### config.mk
export PLATFORM = sky130hd
export DESIGN_NAME = qat_update
export DESIGN_NICKNAME = d
export VERILOG_FILES = /design/src/hw/rtl/qat_pkg.sv /design/src/hw/rtl/qat_update.sv
export SDC_FILE = /design/constraint.sdc
export NUM_CORES = 1
export LEC_CHECK = 0
export ABC_CLOCK_PERIOD_IN_PS = 11400
export BUFFER_PORTS_ARGS = -buffer_cell sky130_fd_sc_hd__clkbuf_2
export CELL_PAD_IN_SITES_DETAIL_PLACEMENT = 1
export CELL_PAD_IN_SITES_GLOBAL_PLACEMENT = 1
export CORE_MARGIN = 4
export CORE_UTILIZATION = 35
export DETAILED_ROUTE_END_ITERATION = 16
export GPL_TIMING_DRIVEN = 0
export PLACE_DENSITY = 0.83
export SLEW_MARGIN = 20
export SYNTH_ARGS = -nofsm -noshare
export SYNTH_HDL_FRONTEND = slang
export SYNTH_SLANG_ARGS = --single-unit
export TNS_END_PERCENT = 20
### constraint.sdc
create_clock -name vclk -period 11.4
set_input_delay 0.57 -clock vclk [all_inputs]
set_output_delay 0.57 -clock vclk [all_outputs]
set_load 0.05 [all_outputs]
### src/hw/rtl/qat_pkg.sv
package qat_pkg;

    localparam int TABLE_DEPTH = 64;
    localparam int IDX_W = $clog2(TABLE_DEPTH);
    localparam int CNT_W = $clog2(TABLE_DEPTH + 1);

    localparam logic [63:0] LIMIT_MAX = 64'h0000_0000_ffff_ffff;
    localparam logic [63:0] SPACE_MAX = 64'h0000_03ff_ffff_fc00;

    typedef enum logic [2:0] {
        K_SET    = 3'd0,
        K_CHARGE = 3'd1,
        K_REFUND = 3'd2,
        K_QUERY  = 3'd3,
        K_CLEAR  = 3'd4
    } t_kind;

    typedef enum logic [2:0] {
        ST_OK          = 3'd0,
        ST_UNSUPPORTED = 3'd1,
        ST_OVERFLOW    = 3'd2,
        ST_FULL        = 3'd3,
        ST_LIMIT       = 3'd4,
        ST_NOT_FOUND   = 3'd5,
        ST_UNDERFLOW   = 3'd6
    } t_status;

    typedef enum logic [3:0] {
        S_IDLE,
        S_SEARCH,
        S_COMPARE,
        S_CHECK,
        S_SHIFT_RD,
        S_SHIFT_WR,
        S_INSERT,
        S_DONE
    } t_state;

    typedef struct packed {
        logic [31:0] key;
        logic [31:0] block_lim;
        logic [31:0] inode_lim;
        logic [41:0] space;
        logic [31:0] inode_cnt;
        logic        dirty;
    } t_entry;

    typedef struct packed {
        logic [2:0]  kind;
        logic [31:0] id;
        logic        blk_given;
        logic        ino_given;
        logic [31:0] block_hard;
        logic [31:0] inode_hard;
        logic [63:0] bytes;
        logic [63:0] inodes;
        logic        enforce;
    } t_req;

endpackage

### src/hw/rtl/qat_update.sv
module qat_update (
    input  qat_pkg::t_req    i_req,
    input  qat_pkg::t_entry  i_entry,
    output qat_pkg::t_entry  o_entry,
    output qat_pkg::t_status o_status,
    output logic             o_write
);
    import qat_pkg::*;

    logic [63:0] sp64;
    logic [63:0] ic64;
    logic [63:0] sp_sum;
    logic [63:0] ic_sum;
    logic [63:0] sp_lim;
    logic        ovf;
    logic        over_lim;

    assign sp64   = {22'd0, i_entry.space};
    assign ic64   = {32'd0, i_entry.inode_cnt};
    assign sp_sum = sp64 + i_req.bytes;
    assign ic_sum = ic64 + i_req.inodes;
    assign sp_lim = {22'd0, i_entry.block_lim, 10'd0};
    assign ovf    = (i_req.bytes > (SPACE_MAX - sp64)) || (i_req.inodes > (LIMIT_MAX - ic64));
    assign over_lim = i_req.enforce &&
        (((i_req.bytes != 64'd0) && (i_entry.block_lim != 32'd0) && (sp_sum > sp_lim)) ||
         ((i_req.inodes != 64'd0) && (i_entry.inode_lim != 32'd0) &&
          (ic_sum > {32'd0, i_entry.inode_lim})));

    always_comb begin
        o_entry  = i_entry;
        o_status = ST_OK;
        o_write  = 1'b0;
        unique case (t_kind'(i_req.kind))
            K_SET: begin
                if (i_req.blk_given) begin
                    o_entry.block_lim = i_req.block_hard;
                end
                if (i_req.ino_given) begin
                    o_entry.inode_lim = i_req.inode_hard;
                end
                o_entry.dirty = 1'b1;
                o_write = 1'b1;
            end
            K_CHARGE: begin
                if (ovf) begin
                    o_status = ST_OVERFLOW;
                end else if (over_lim) begin
                    o_status = ST_LIMIT;
                end else begin
                    o_entry.space     = sp_sum[41:0];
                    o_entry.inode_cnt = ic_sum[31:0];
                    o_entry.dirty     = 1'b1;
                    o_write = 1'b1;
                end
            end
            K_REFUND: begin
                if ((i_req.bytes > sp64) || (i_req.inodes > ic64)) begin
                    o_status = ST_UNDERFLOW;
                end else begin
                    o_entry.space     = i_entry.space - i_req.bytes[41:0];
                    o_entry.inode_cnt = i_entry.inode_cnt - i_req.inodes[31:0];
                    o_entry.dirty     = 1'b1;
                    o_write = 1'b1;
                end
            end
            default: begin
                o_status = ST_OK;
            end
        endcase
    end

endmodule
==> impl_results.md <==
- RSZ-0062 raised after global routing: false
- Slew headroom: 20.35%
- CP Capture Type: primary output
- Final ANT Viol Nets: 0
- Largest net degree at the start of global routing: 23
- Layout area overhead: 18.47%
- Drt total wl: 103,400 µm
- Router iterations before antenna repair: 5
- Max layer used: met4
- Number of vias per cell: 6.191
- CP Launch Point: i_req[85]
- Critical Path Start Type: input pin
- IO Pins: 576
- Fraction of final layout cells sized beyond drive strength 1: 18.63%
- Critical path class: in -> out
- # port buffers: 505
- CP max-delay cell: o41ai_2
- Final Hold Viols: 0
- Post-Syn Instances: 2,827
- Crit-path max cell delay: 0.61 ns
- Post-synthesis adder-cell area fraction: 23.92%
- WHS Path Cells: 2
- Synth area leaders: ha_1 (23%), xnor2_1 (6.8%), a21oi_1 (6.7%)
- FFs & Latches: 0
- Max-cap violation count: 0
- Synth top area share: 23.49%
- Synthesized Nets: 3,581
- Clock buf count: 0
- Register Area: 0 µm²
- Placed Area: 22,000 µm²
- First-pass GRT wire length: 151,200 µm
- Dominant cell type by area after synthesis: ha_1
- Final period util: 92.10%
- Yosys warnings: 0
- Die W: 238.5 µm
- DR WL met3: 8177 µm
- Post-route cell area: 22,030 µm²
- Total gr overflow: 0
- Half-perimeter wire length after placement: 89,240 µm
- Xor/xnor share of the synthesized area: 7.396%
- Number of core rows: 84
- Max-slew violation count: 0
- Fmax: 0.09525 GHz
- Setup bufs post-CTS: 0
- Wl on met1: 39,830 µm
- Simple-Gate Fraction of Synth Area: 25.46%
- Largest family of logic cells by synthesized area: compound AO/OA/AOI/OAI gates
- Mux cell area share after synthesis: 0.9085%
- Core Footprint: 52,550 µm²
- Iter 0 DRT Violations: 2,143
- DIE AREA: 56,870 µm²
- Syn_area_per_cell: 6.577 µm²
- Seq/Total Area, Yosys: 0%
- Status: finished, final reports clean
- Distinct cells, synth: 86
- Die Y-Extent: 238.5 µm
- Min Tclk post-route: 10.50 ns
- Worst-Margin Slew: 1.195 ns
- Drc violations: 0
- Final design utilization: 41.91%
- Initial Util: 35.38%
- Vias in the first global route: 24,940
- HP Class: in -> out
- Initial antenna violation count: 5
- Crit Path Max Fanout: 10
- Met2 WL: 49,060 µm
- Setup TNS Final: 0 ns
- Gpl congestion: 1.035
- WL per Instance: 25.68 µm
- Vias post-DR: 24,930
- Cell Area, Synth: 18,590 µm²
- GRT Overall Usage: 33.89%
- Worst hold start: i_entry[142]
- Worst endpoint required time: 10.83 ns
- Critical Path AT: 9.93 ns
- Final setup vio count: 0
- CTS Hold Bufs: 0
- Fin nets: 4,090
- Synth Area in Compound Gates: 31.73%
repair_timing:
action                                  CTS  global route
endpoints found under the hold margin     0             0
gates resized for setup                   0             1
endpoints found under the setup margin    0             1
cell families (layout without fill, tap and decap cells):
| logic type | after synthesis | in the layout |
|---|---|---|
| compound gates | 898 | 898 |
| fa+ha+maj | 353 | 353 |
| xor+xnor | 157 | 157 |
| other cells | 1 | 5 |
| mux | 16 | 16 |
| simple gates | 936 | 936 |
| buf+inv | 466 | 973 |
cells in the mapped netlist (27+ instances only):
library cell and instances:
a21o_1 74, a21oi_1 248, a22oi_1 27, a31oi_1 27
buf_4 36, clkbuf_1 92, ha_1 349, inv_1 301
nand2_1 209, nand3_1 76, nand4_1 82, nor2_1 208
nor2b_1 48, nor3_1 69, nor4_1 90, o211ai_1 31
o21a_1 31, o21ai_0 169, o21bai_1 36, o221ai_1 34
o31ai_1 28, xnor2_1 145
cell usage in the layout, fill, tap and decap left out, types with 10 or more instances in the layout:
| cell type | Yosys | final |
|---|---|---|
| nand4_1 | 82 | 82 |
| nor4_1 | 90 | 88 |
| inv_1 | 301 | 301 |
| a31oi_1 | 27 | 27 |
| or3_1 | 17 | 17 |
| nand2_1 | 209 | 209 |
| or2_2 | 19 | 19 |
| o21ai_0 | 169 | 169 |
| a21o_1 | 74 | 74 |
| and2_1 | 22 | 22 |
| xor2_1 | 12 | 12 |
| ha_1 | 349 | 349 |
| buf_4 | 36 | 36 |
| or4_1 | 18 | 18 |
| clkbuf_2 | 0 | 505 |
| clkbuf_1 | 92 | 92 |
| o31ai_1 | 28 | 27 |
| nor2b_1 | 48 | 48 |
| o21a_1 | 31 | 31 |
| o221ai_1 | 34 | 34 |
| nor2_1 | 208 | 208 |
| buf_2 | 22 | 24 |
| nand3_1 | 76 | 76 |
| nor3_1 | 69 | 69 |
| o21bai_1 | 36 | 36 |
| a211oi_1 | 25 | 25 |
| and3_1 | 16 | 16 |
| o22ai_1 | 20 | 20 |
| xnor2_1 | 145 | 145 |
| a22oi_1 | 27 | 27 |
| a21oi_1 | 248 | 248 |
| and4_1 | 10 | 10 |
| a221oi_1 | 14 | 14 |
| o211ai_1 | 31 | 31 |
| a221o_1 | 19 | 19 |
| nand2b_1 | 25 | 25 |
metrics by stage:
step                hold slack [ns]  worst slack [ns]  cells
detailed placement            1.470            0.7931   4022
global route                  1.472            0.3420   4024
global placement              1.469            0.9023   4020
floorplan                     1.307             3.551   2827
CTS                           1.469            0.7558   4022
finish                        1.468            0.9011   4026
per-layer routing:
layer | vias up | global-route usage (%)
li1 | 11310 | -
met1 | 12090 | 40.33
met2 | 1268 | 59.56
met3 | 254 | 4.750
met4 | 0 | 16.99
met5 | - | 0
worst paths after layout:
kind,slack [ns],endpoint
hold / removal,1.47,o_entry[142]
setup / recovery,0.90,o_entry[66]
worst max-delay path: cells and delay by family:
| family | cells | cell delay, ns |
|---|---|---|
| compound gates | 9 | 3.86 |
| xor+xnor | 1 | 0.27 |
| fa+ha+maj | 2 | 0.67 |
| buf+inv | 6 | 1.46 |
| simple gates | 12 | 3.09 |
cell type report:
cell class / instances / area, µm²
Fill cell: 7234 / 30520
Multi-Input combinational cell: 2361 / 16650
Timing Repair Buffer: 507 / 2537
Inverter: 302 / 1134
Tap cell: 688 / 860.8
Buffer: 164 / 830.8
Antenna cell: 4 / 10.01
